--- src/rtl/hsv2rgb_pkg.sv ---
// ----------------------------------------------------------------------------
// HSV to RGB converter package
// Word types, sector codes and arithmetic constants shared by the converter.
// ----------------------------------------------------------------------------
package hsv2rgb_pkg;

  typedef struct packed {
    logic [15:0] hue_deg;
    logic [7:0]  sat_pct;
    logic [7:0]  val_pct;
  } hsv_word_t;

  typedef struct packed {
    logic [7:0] red_out;
    logic [7:0] green_out;
    logic [7:0] blue_out;
  } rgb_word_t;

  // Sector codes, one per 60-degree slice of the hue circle.
  localparam logic [2:0] SEC_RED_YELLOW    = 3'd0;
  localparam logic [2:0] SEC_YELLOW_GREEN  = 3'd1;
  localparam logic [2:0] SEC_GREEN_CYAN    = 3'd2;
  localparam logic [2:0] SEC_CYAN_BLUE     = 3'd3;
  localparam logic [2:0] SEC_BLUE_MAGENTA  = 3'd4;
  localparam logic [2:0] SEC_MAGENTA_RED   = 3'd5;

  // Classified word passed from the front end to the back end.
  typedef struct packed {
    logic [2:0] sector;
    logic [5:0] offset;
    logic [6:0] sat;
    logic [6:0] val;
  } cls_word_t;

  typedef struct packed {
    logic empty;
    logic nearly_full;
  } q_status_t;

  localparam int unsigned QDepth = 4;
  localparam int unsigned QPtrW  = $clog2(QDepth);
  localparam int unsigned QCntW  = $clog2(QDepth + 1);

  localparam logic [6:0]  PCT_MAX    = 7'd100;
  localparam logic [8:0]  HUE_WRAP   = 9'd360;
  localparam logic [5:0]  SEC_SPAN   = 6'd60;
  localparam logic [12:0] FULL_SCALE = 13'd6000;

  // floor(h / 360) is taken as (h * HUE_RECIP) >> 24 with one correction.
  localparam logic [15:0] HUE_RECIP = 16'd46603;
  // Level = floor(N * 17 / 40000); the divide uses (x * LVL_RECIP) >> 32.
  localparam logic [16:0] LVL_RECIP = 17'd107374;
  localparam logic [15:0] LVL_DIV   = 16'd40000;

endpackage

--- src/rtl/hsv_to_rgb_converter.sv ---
// ----------------------------------------------------------------------------
// HSV to RGB converter
// Converts hue, saturation and value words to 8-bit red, green and blue.
// ----------------------------------------------------------------------------
// The converter takes one word per clock while busy is low and returns each
// result on rgb_o with done_o high for one cycle, in the order the words were
// accepted. The back-end pipeline drains one word per clock, so the queue
// between the two halves never fills and busy stays low in operation; it
// rises only when the queue is within two words of full.
module hsv_to_rgb_converter (
  input  logic                   clk_i,
  input  logic                   rst_ni,
  input  logic                   start,
  input  hsv2rgb_pkg::hsv_word_t hsv_i,
  output logic                   busy,
  output logic                   done_o,
  output hsv2rgb_pkg::rgb_word_t rgb_o
);

  logic                   push;
  logic                   pop;
  hsv2rgb_pkg::cls_word_t push_word;
  hsv2rgb_pkg::cls_word_t head;
  hsv2rgb_pkg::q_status_t q_status;

  hsv2rgb_front u_front (
    .clk_i       (clk_i),
    .rst_ni      (rst_ni),
    .start       (start),
    .hsv_i       (hsv_i),
    .q_status_i  (q_status),
    .busy        (busy),
    .push_o      (push),
    .push_word_o (push_word)
  );

  hsv2rgb_queue u_queue (
    .clk_i       (clk_i),
    .rst_ni      (rst_ni),
    .push_i      (push),
    .push_word_i (push_word),
    .pop_i       (pop),
    .head_o      (head),
    .status_o    (q_status)
  );

  hsv2rgb_back u_back (
    .clk_i      (clk_i),
    .rst_ni     (rst_ni),
    .head_i     (head),
    .q_status_i (q_status),
    .pop_o      (pop),
    .done_o     (done_o),
    .rgb_o      (rgb_o)
  );

endmodule

--- src/rtl/hsv2rgb_front.sv ---
// ----------------------------------------------------------------------------
// HSV to RGB converter front end
// Accepts words, clamps the percentages and splits the hue into a sector and
// an offset within it.
// ----------------------------------------------------------------------------
module hsv2rgb_front (
  input  logic                   clk_i,
  input  logic                   rst_ni,
  input  logic                   start,
  input  hsv2rgb_pkg::hsv_word_t hsv_i,
  input  hsv2rgb_pkg::q_status_t q_status_i,
  output logic                   busy,
  output logic                   push_o,
  output hsv2rgb_pkg::cls_word_t push_word_o
);

  logic        vld_q;
  logic [15:0] hue_q;
  logic [7:0]  quo_q;
  logic [6:0]  sat_q;
  logic [6:0]  val_q;
  logic [31:0] hue_prod;
  logic [16:0] hue_rem_wide;
  logic [9:0]  hue_rem;
  logic [8:0]  hue_red;
  logic [2:0]  sector;
  logic [8:0]  sec_base;

  assign busy     = q_status_i.nearly_full;
  assign hue_prod = 32'(hsv_i.hue_deg) * 32'(hsv2rgb_pkg::HUE_RECIP);

  always_ff @(posedge clk_i or negedge rst_ni) begin
    if (!rst_ni) begin
      vld_q <= 1'b0;
    end else begin
      vld_q <= start && !busy;
    end
  end

  always_ff @(posedge clk_i) begin
    if (start && !busy) begin
      hue_q <= hsv_i.hue_deg;
      quo_q <= hue_prod[31:24];
      sat_q <= (hsv_i.sat_pct > 8'(hsv2rgb_pkg::PCT_MAX)) ? hsv2rgb_pkg::PCT_MAX
                                                          : hsv_i.sat_pct[6:0];
      val_q <= (hsv_i.val_pct > 8'(hsv2rgb_pkg::PCT_MAX)) ? hsv2rgb_pkg::PCT_MAX
                                                          : hsv_i.val_pct[6:0];
    end
  end

  assign hue_rem_wide = {1'b0, hue_q} - 17'(quo_q) * 17'(hsv2rgb_pkg::HUE_WRAP);
  assign hue_rem      = hue_rem_wide[9:0];
  assign hue_red      = (hue_rem >= 10'(hsv2rgb_pkg::HUE_WRAP))
                        ? 9'(hue_rem - 10'(hsv2rgb_pkg::HUE_WRAP)) : hue_rem[8:0];

  always_comb begin
    if (hue_red >= 9'd300) begin
      sector   = hsv2rgb_pkg::SEC_MAGENTA_RED;
      sec_base = 9'd300;
    end else if (hue_red >= 9'd240) begin
      sector   = hsv2rgb_pkg::SEC_BLUE_MAGENTA;
      sec_base = 9'd240;
    end else if (hue_red >= 9'd180) begin
      sector   = hsv2rgb_pkg::SEC_CYAN_BLUE;
      sec_base = 9'd180;
    end else if (hue_red >= 9'd120) begin
      sector   = hsv2rgb_pkg::SEC_GREEN_CYAN;
      sec_base = 9'd120;
    end else if (hue_red >= 9'd60) begin
      sector   = hsv2rgb_pkg::SEC_YELLOW_GREEN;
      sec_base = 9'd60;
    end else begin
      sector   = hsv2rgb_pkg::SEC_RED_YELLOW;
      sec_base = 9'd0;
    end
  end

  assign push_o             = vld_q;
  assign push_word_o.sector = sector;
  assign push_word_o.offset = 6'(hue_red - sec_base);
  assign push_word_o.sat    = sat_q;
  assign push_word_o.val    = val_q;

endmodule

--- src/rtl/hsv2rgb_queue.sv ---
// ----------------------------------------------------------------------------
// HSV to RGB converter word queue
// Short first-in first-out queue between the front end and the back end.
// ----------------------------------------------------------------------------
module hsv2rgb_queue (
  input  logic                   clk_i,
  input  logic                   rst_ni,
  input  logic                   push_i,
  input  hsv2rgb_pkg::cls_word_t push_word_i,
  input  logic                   pop_i,
  output hsv2rgb_pkg::cls_word_t head_o,
  output hsv2rgb_pkg::q_status_t status_o
);

  localparam int unsigned QCntW = hsv2rgb_pkg::QCntW;

  hsv2rgb_pkg::cls_word_t               mem_q [hsv2rgb_pkg::QDepth];
  logic [hsv2rgb_pkg::QPtrW-1:0]        wr_ptr_q;
  logic [hsv2rgb_pkg::QPtrW-1:0]        rd_ptr_q;
  logic [hsv2rgb_pkg::QCntW-1:0]        count_q;

  always_ff @(posedge clk_i or negedge rst_ni) begin
    if (!rst_ni) begin
      wr_ptr_q <= '0;
      rd_ptr_q <= '0;
      count_q  <= '0;
    end else begin
      if (push_i) begin
        wr_ptr_q <= wr_ptr_q + 1'b1;
      end
      if (pop_i) begin
        rd_ptr_q <= rd_ptr_q + 1'b1;
      end
      count_q <= count_q + QCntW'(push_i) - QCntW'(pop_i);
    end
  end

  always_ff @(posedge clk_i) begin
    if (push_i) begin
      mem_q[wr_ptr_q] <= push_word_i;
    end
  end

  assign head_o               = mem_q[rd_ptr_q];
  assign status_o.empty       = (count_q == '0);
  assign status_o.nearly_full = (count_q >= QCntW'(hsv2rgb_pkg::QDepth - 2));

  a_no_overflow : assert property (@(posedge clk_i) disable iff (!rst_ni)
    push_i && !pop_i |-> count_q < QCntW'(hsv2rgb_pkg::QDepth))
    else $error("queue written while full");

  a_no_underflow : assert property (@(posedge clk_i) disable iff (!rst_ni)
    pop_i |-> count_q != '0)
    else $error("queue read while empty");

  a_count_track : assert property (@(posedge clk_i) disable iff (!rst_ni)
    push_i && !pop_i |=> count_q == $past(count_q) + 1'b1)
    else $error("queue fill count lost a write");

  a_count_bound : assert property (@(posedge clk_i) disable iff (!rst_ni)
    count_q <= QCntW'(hsv2rgb_pkg::QDepth))
    else $error("queue fill count out of range");

endmodule

--- src/rtl/hsv2rgb_back.sv ---
// ----------------------------------------------------------------------------
// HSV to RGB converter back end
// Forms the p, q and t levels, orders them by sector and scales each channel
// to eight bits through an exact reciprocal divide.
// ----------------------------------------------------------------------------
module hsv2rgb_back (
  input  logic                   clk_i,
  input  logic                   rst_ni,
  input  hsv2rgb_pkg::cls_word_t head_i,
  input  hsv2rgb_pkg::q_status_t q_status_i,
  output logic                   pop_o,
  output logic                   done_o,
  output hsv2rgb_pkg::rgb_word_t rgb_o
);

  logic              a_vld_q, b_vld_q, c_vld_q, d_vld_q, e_vld_q;
  logic [2:0]        a_sec_q, b_sec_q;
  logic [6:0]        a_val_q;
  logic [12:0]       a_low_q, a_fall_q, a_rise_q;
  logic [19:0]       b_full_q, b_low_q, b_fall_q, b_rise_q;
  logic [2:0][19:0]  c_num;
  logic [2:0][23:0]  c_x_q;
  logic [2:0][23:0]  d_x_q;
  logic [2:0][7:0]   d_quo_q;
  logic [2:0][40:0]  d_prod;
  logic [2:0][23:0]  e_rem;
  logic [2:0][7:0]   e_lvl;
  logic [2:0][7:0]   lvl_q;
  logic [5:0]        rise_off;

  assign pop_o    = !q_status_i.empty;
  assign rise_off = hsv2rgb_pkg::SEC_SPAN - head_i.offset;

  always_ff @(posedge clk_i or negedge rst_ni) begin
    if (!rst_ni) begin
      a_vld_q <= 1'b0;
      b_vld_q <= 1'b0;
      c_vld_q <= 1'b0;
      d_vld_q <= 1'b0;
      e_vld_q <= 1'b0;
    end else begin
      a_vld_q <= pop_o;
      b_vld_q <= a_vld_q;
      c_vld_q <= b_vld_q;
      d_vld_q <= c_vld_q;
      e_vld_q <= d_vld_q;
    end
  end

  always_ff @(posedge clk_i) begin
    a_sec_q  <= head_i.sector;
    a_val_q  <= head_i.val;
    a_low_q  <= 13'(hsv2rgb_pkg::PCT_MAX - head_i.sat) * 13'(hsv2rgb_pkg::SEC_SPAN);
    a_fall_q <= hsv2rgb_pkg::FULL_SCALE - 13'(head_i.sat) * 13'(head_i.offset);
    a_rise_q <= hsv2rgb_pkg::FULL_SCALE - 13'(head_i.sat) * 13'(rise_off);

    b_sec_q  <= a_sec_q;
    b_full_q <= 20'(a_val_q) * 20'(hsv2rgb_pkg::FULL_SCALE);
    b_low_q  <= 20'(a_val_q) * 20'(a_low_q);
    b_fall_q <= 20'(a_val_q) * 20'(a_fall_q);
    b_rise_q <= 20'(a_val_q) * 20'(a_rise_q);
  end

  always_comb begin
    unique case (b_sec_q)
      hsv2rgb_pkg::SEC_RED_YELLOW: begin
        c_num = {b_full_q, b_rise_q, b_low_q};
      end
      hsv2rgb_pkg::SEC_YELLOW_GREEN: begin
        c_num = {b_fall_q, b_full_q, b_low_q};
      end
      hsv2rgb_pkg::SEC_GREEN_CYAN: begin
        c_num = {b_low_q, b_full_q, b_rise_q};
      end
      hsv2rgb_pkg::SEC_CYAN_BLUE: begin
        c_num = {b_low_q, b_fall_q, b_full_q};
      end
      hsv2rgb_pkg::SEC_BLUE_MAGENTA: begin
        c_num = {b_rise_q, b_low_q, b_full_q};
      end
      default: begin
        c_num = {b_full_q, b_low_q, b_fall_q};
      end
    endcase
  end

  always_comb begin
    for (int i = 0; i < 3; i++) begin
      d_prod[i] = 41'(c_x_q[i]) * 41'(hsv2rgb_pkg::LVL_RECIP);
      e_rem[i]  = d_x_q[i] - 24'(d_quo_q[i]) * 24'(hsv2rgb_pkg::LVL_DIV);
      e_lvl[i]  = d_quo_q[i] + 8'(e_rem[i] >= 24'(hsv2rgb_pkg::LVL_DIV));
    end
  end

  always_ff @(posedge clk_i) begin
    for (int i = 0; i < 3; i++) begin
      c_x_q[i]   <= {c_num[i], 4'b0000} + 24'(c_num[i]);
      d_x_q[i]   <= c_x_q[i];
      d_quo_q[i] <= d_prod[i][39:32];
      lvl_q[i]   <= e_lvl[i];
    end
  end

  assign done_o          = e_vld_q;
  assign rgb_o.red_out   = lvl_q[2];
  assign rgb_o.green_out = lvl_q[1];
  assign rgb_o.blue_out  = lvl_q[0];

  a_pipe_follow : assert property (@(posedge clk_i) disable iff (!rst_ni)
    pop_o |-> ##5 done_o)
    else $error("popped word did not reach the output");

  a_no_orphan : assert property (@(posedge clk_i) disable iff (!rst_ni)
    done_o |-> $past(pop_o, 5))
    else $error("result strobe without a popped word");

  a_level_range : assert property (@(posedge clk_i) disable iff (!rst_ni)
    d_vld_q |-> e_rem[0] < 24'(2 * 40000) && e_rem[1] < 24'(2 * 40000)
                && e_rem[2] < 24'(2 * 40000))
    else $error("reciprocal divide needs more than one correction");

endmodule

--- config.mk ---
export PLATFORM = sky130hd
export DESIGN_NAME = hsv_to_rgb_converter
export DESIGN_NICKNAME = d
export VERILOG_FILES = /design/src/rtl/hsv2rgb_pkg.sv /design/src/rtl/hsv_to_rgb_converter.sv /design/src/rtl/hsv2rgb_front.sv /design/src/rtl/hsv2rgb_queue.sv /design/src/rtl/hsv2rgb_back.sv
export SDC_FILE = /design/constraint.sdc
export NUM_CORES = 2
export LEC_CHECK = 0
export BUFFER_PORTS_ARGS = -buffer_cell sky130_fd_sc_hd__buf_2
export CORE_MARGIN = 5
export CORE_UTILIZATION = 31
export CTS_CLUSTER_SIZE = 12
export DETAILED_ROUTE_END_ITERATION = 12
export GPL_ROUTABILITY_DRIVEN = 0
export GPL_TIMING_DRIVEN = 0
export PLACE_DENSITY = 0.46
export SLEW_MARGIN = 20
export SYNTH_ARGS = -nofsm -noshare
export SYNTH_HDL_FRONTEND = slang
export SYNTH_SLANG_ARGS = --single-unit
--- constraint.sdc ---
create_clock -name clk_i -period 8.05 [get_ports clk_i]
set_clock_uncertainty 0.2 [all_clocks]
set_input_delay 1.61 -clock clk_i [delete_from_list [all_inputs] [get_ports clk_i]]
set_output_delay 1.61 -clock clk_i [all_outputs]
set_load 0.01 [all_outputs]
# After elaboration in Yosys (flattened, before gate mapping)
# Memory sizes are Yosys's and may differ from the RTL's.
# Cells that the tools add are included.
[classes]
add_sub_neg = 20
n_mul = 15
order_cmp = 12
n_eq_ne = 4
n_mux = 14
n_reduce_logical = 5
[ops]
columns = ["op", "n"]
rows = [
  ["60-bit one-hot mux with 5 select lines", 1],
  ["24-bit by 16-bit multiplier with 39-bit output (second input constant)", 3],
  ["24-bit by 20-bit adder with 24-bit output", 3],
  ["24-bit by 16-bit >= comparator with 1-bit output (second input constant)", 3],
  ["24-bit subtractor", 3],
  ["8-bit by 10-bit multiplier with 18-bit output (second input constant)", 3],
  ["7-bit by 13-bit multiplier with 20-bit output", 2],
  ["16-bit by 16-bit multiplier with 32-bit output (second input constant)", 1],
  ["6-bit 2-to-1 mux", 5],
  ["7-bit by 6-bit multiplier with 13-bit output", 2],
  ["13-bit subtractor (first input constant)", 2],
  ["8-bit by 1-bit adder with 8-bit output", 3],
  ["9-bit by 8-bit >= comparator with 1-bit output (second input constant)", 2],
  ["7-bit by 11-bit multiplier with 18-bit output", 1],
  ["8-bit by 7-bit greater-than comparator with 1-bit output (second input constant)", 2],
  ["7-bit by 9-bit multiplier with 16-bit output (second input constant)", 1],
  ["13-bit by 4-bit multiplier with 11-bit output (second input constant)", 1],
  ["3-bit 2-to-1 mux", 4],
  ["10-bit by 9-bit >= comparator with 1-bit output (second input constant)", 1],
  ["10-bit subtractor", 1],
  ["9-bit by 6-bit >= comparator with 1-bit output (second input constant)", 1],
  ["9-bit by 7-bit >= comparator with 1-bit output (second input constant)", 1],
  ["9-bit >= comparator (second input constant)", 1],
  ["9-bit 2-to-1 mux", 1],
  ["16 further kinds", 22],
]
[word_totals]
regBits = 363
mem_bits_rw = 92
out_inout_bits = 26
word_cells = 106
memories = 1
[memory_table]
columns = ["memory", "depth", "width", "rd", "rd_clocked_by_memory_dff", "write_ports", "line", "rtl"]
rows = [
  ["u_queue.mem_q", 4, 23, 1, 0, 1, "hsv2rgb_queue.sv:17", "hsv2rgb_pkg::cls_word_t mem_q [hsv2rgb_pkg::QDepth];"],
]

# Logic depth before layout (Yosys ltp)
[logic_depth]
depth_word = 11
ltp_mapped = 31

# Modules after synthesis
# From an unflattened synthesis, not the netlist that was laid out.
[unflattened]
hier_cells = 5756
area_unflattened_um2 = 57766.7
[by_module_without_submodules]
columns = ["module", "n_inst", "cells_per_inst", "area_per_inst_um2", "seq_area_each_um2"]
rows = [
  ["hsv2rgb_back", 1, 5049, 48278.8, 6050.8],
  ["hsv2rgb_front", 1, 550, 5724.2, 955.9],
  ["hsv2rgb_queue", 1, 157, 3763.6, 2937.8],
]

# Worst setup path before layout
# Ideal clock, no wire load.
[synth_timing]
kind = "in2reg"
from = "input port hsv_i[18] (netlist bit)"
to = "register u_front.quo_q[3] (data pin)"
setup_time_ns = 0.258
arrival_time_ns = 6.193
required_ns = 7.592
path_slack_ns = 1.399
path_stages = 17
cell_sequence = "ha_1 fa_1 inv_1 fa_1 fa_1 fa_1 inv_1 fa_1 ha_1 a21o_1 a21o_1 a21oi_1 nor2_1 o41a_1 or3_1 a21oi_1 xnor2_1"
[synth_via]
elab_chain_cells = 1
[synth_rtl]
columns = ["item", "line", "rtl"]
rows = [
  ["from (decl)", "hsv_to_rgb_converter.sv:14", "input hsv2rgb_pkg::hsv_word_t hsv_i,"],
  ["16-bit by 16-bit multiplier with 32-bit output", "hsv2rgb_front.sv:30", "assign hue_prod = 32'(hsv_i.hue_deg) * 32'(hsv2rgb_pkg::HUE_RECIP);"],
  ["net u_front.hue_prod[27]", "hsv2rgb_front.sv:22", "logic [31:0] hue_prod;"],
  ["to (signal assigned)", "hsv2rgb_front.sv:43", "quo_q <= hue_prod[31:24];"],
  ["to (decl)", "hsv2rgb_front.sv:19", "logic [7:0] quo_q;"],
]
# The timed path passes the listed nets, and every way through them passes these cells.
# A chain may end at the register's enable or synchronous reset.

==> impl_metrics.ini <==
[synthesis]
synth_top_area_frac = 0.287
synth-edff-count = 123
synthArstFlopShare = 0.0301
synth.area.top_cells = fa_1 29%, ha_1 22%, dfxtp_1 10%
synth-main-ff-cell = dfxtp_1
seq_area_frac_synth = 0.175
yosysUniqueCellTypes = 82
syn_area_mm2 = 0.0569
ys_seq_elements = 432
yosys_warnings = 0
yosysTopAreaCell = fa_1
synth_area_per_cell_um2 = 10.1
syn_nets = 7507
synthCells = 5656

[floorplan]
initial_utilization = 0.311
die_y_um = 439
fp.dieW_um = 439
rows = 157
coreArea_mm2 = 0.183
ios = 61
design.die.area_mm2 = 0.192

[critical_path]
worst_path_max_delay_cell = dfxtp_1
crit_top_cell = ha_1
critPathArrivalTime_ps = 7520
cp-end-kind = register
required_ps = 8420
critPathKind = register to register
cp_max_fo = 6
slowest_delay_ps = 580
r2r.worst_path.cells = 28
worst_setup_path_start_kind = register

[clock_tree]
clk_path_buf_depth = 3
cts_max_level = 2
cts_root_buf = clkbuf_16
clkLatencyLatePin_ps = 670
cts_tree = done
clk_pin_slew_ps = 60
ctsHoldBuffers = 0
cts_sinks = 432
post_cts_resized = 0
post_cts_buffers = 0
cts_made_buffers = 57

[sta]
period_share = 0.888
slew_headroom = 0.331
fmax_mhz = 140
fin_setup_tns_ps = 0
period_minus_slack_ps = 7150
rsz0062_at_grt = false
hold_viol = 0
max_slew.worst_pin.slew_ps = 994
final_max_slew_viol_count = 0
setup_viol = 0

[detailed_routing]
drt_pass1_iterations = 6
drt-wirelength-per-cell_um = 16.8
remaining_drc_errors = 0
vias = 37707
ant_nets = 0
wl_um = 139000
vias_per_cell = 4.55
dr.first_iter.drc_count = 1589

[global_routing]
overflow = 0
grt_first_pass_wirelength_um = 227000
grt_max_degree = 30
antenna_found_initial = 6
grt_usage = 0.148
grt_pass1_vias = 41063

[placed_design]
post-place-cells = 8181
hpwlAfterDp_um = 120000
numPortBuffers = 60
placed_area_mm2 = 0.0603

[worst_hold_path]
whs_path_depth = 0
hold_path_class = register to register

[final_layout]
final_cells = 8287
areaGrowthSynthToFinish_pct = 9.40
fin_area_mm2 = 0.0623
final_nets = 7627
layout-drive-gt1-share = 0.0405

[flow_run]
cap_viol_max_count = 0

[outcome]
outcome = completed
==> flip-flops by register name (all words and copies together), names as in the netlist, 2 cells and up <==
register	flops
u_back.c_x_q	72
u_queue.count_q	3
u_back.a_low_q	11
u_front.val_q	7
u_queue.rd_ptr_q	2
u_front.quo_q	7
u_back.rgb_o	24
u_back.b_sec_q	3
u_back.a_fall_q	13
u_back.b_full_q	16
u_back.b_rise_q	19
u_queue.wr_ptr_q	2
u_back.a_sec_q	3
u_back.b_low_q	18
u_back.a_rise_q	12
u_queue.mem_q	92
u_back.d_x_q	54
u_front.sat_q	7
u_back.d_quo_q	24
u_back.a_val_q	7
u_back.b_fall_q	20
u_front.hue_q	10
==> final timing paths <==
kind	from	endpoint	slack, ps
worst max-delay path	u_back.d_quo_q[3]$_DFF_P_	u_back.rgb_o[4]$_DFF_P_	900
worst min-delay path	u_back.a_sec_q[1]$_DFF_P_	u_back.b_sec_q[1]$_DFF_P_	140
worst max register to register	u_back.d_quo_q[3]$_DFF_P_	u_back.rgb_o[4]$_DFF_P_	900
worst min register to register	u_back.a_sec_q[1]$_DFF_P_	u_back.b_sec_q[1]$_DFF_P_	140
max in group asynchronous	rst_ni	u_queue.rd_ptr_q[1]$_DFFE_PN0N_	6770
min in group asynchronous	rst_ni	u_back.c_vld_q$_DFF_PN0_	640
==> through the flow <==
step	hold WS (ps)	setup slack [ps]	util
2_1_floorplan	110	1400	-
3_3_place_gp	115	598	0.330
3_5_place_dp	126	578	0.330
4_1_cts	140	787	0.341
5_1_grt	149	368	0.341
6_report	139	900	0.341
==> cells in the final DEF, fill, tap and decap left out, drive strengths merged, types with 17 or more instances in the layout <==
cell,n
o21bai,29
xor2,88
mux4,23
mux2i,26
nor2b,39
o21ai,147
clkbuf,150
nand2,291
a21o,67
inv,1337
a22oi,39
nor2,175
or2,19
o211ai,18
dfxtp,296
a21oi,204
a211oi,17
and2,154
o211a,18
nand4,28
mux2,18
o22ai,24
fa,815
or3,20
nand3,39
nand2b,35
o21a,37
edfxtp,123
nor3,46
xnor2,189
and3,17
ha,1001
buf,69
==> cells by family after synthesis <==
family | count (synthesis) | share of synthesized area
buffers and inverters | 1417 | 0.0935
multiplexers | 67 | 0.0172
adder cells (fa/ha/maj) | 1816 | 0.507
AO/OA/AOI/OAI | 749 | 0.0874
XOR/XNOR | 279 | 0.0437
flip-flops | 432 | 0.175
AND/OR/NAND/NOR | 896 | 0.0769
==> metal layers <==
layer / up-vias / part of all wire / global-route usage / routed length [um]
met1: 18555 / 0.47 / 0.202 / 65600
met2: 510 / 0.48 / 0.253 / 66200
met3: 150 / 0.028 / 0.0139 / 3880
li1: 18492 / - / - / -
met4: 0 / 0.024 / 0.0376 / 3380
met5: - / 0 / 0 / 0
==> synthesized netlist by cell type (all sizes together) (28+ instances only) <==
library cell	number
xor2	88
nor3	46
edfxtp	123
xnor2	189
nand4	28
clkbuf	77
fa	815
nand3	39
nand2	291
o21bai	29
nor2	175
ha	1001
and2	154
o21a	37
a22oi	39
inv	1330
nor2b	39
a21oi	204
dfxtp	296
a21o	67
nand2b	35
o21ai	147
==> worst max-delay path, delay by kind of cell, from the launching register on <==
family,cells,cell delay (ps)
compound gates,11,2460
xor+xnor,2,360
fa+ha+maj,7,2370
buf+inv,2,220
flops,1,580
simple gates,6,830
==> area by class of cell <==
cell class              instances  area [um2]
fillers                     18746      121000
multi-input cells            3807       41700
flip-flops and latches        432        9940
inverters                    1332        5000
well taps                    2464        3080
clock buffers                  73        1580
clock inverters                32         362
plain buffers                  85         323
repair buffers                 61         320
diodes                          1        2.50
Power is not shown: default switching activity piles up to over one toggle a cycle in this logic, so the estimate is an artifact.
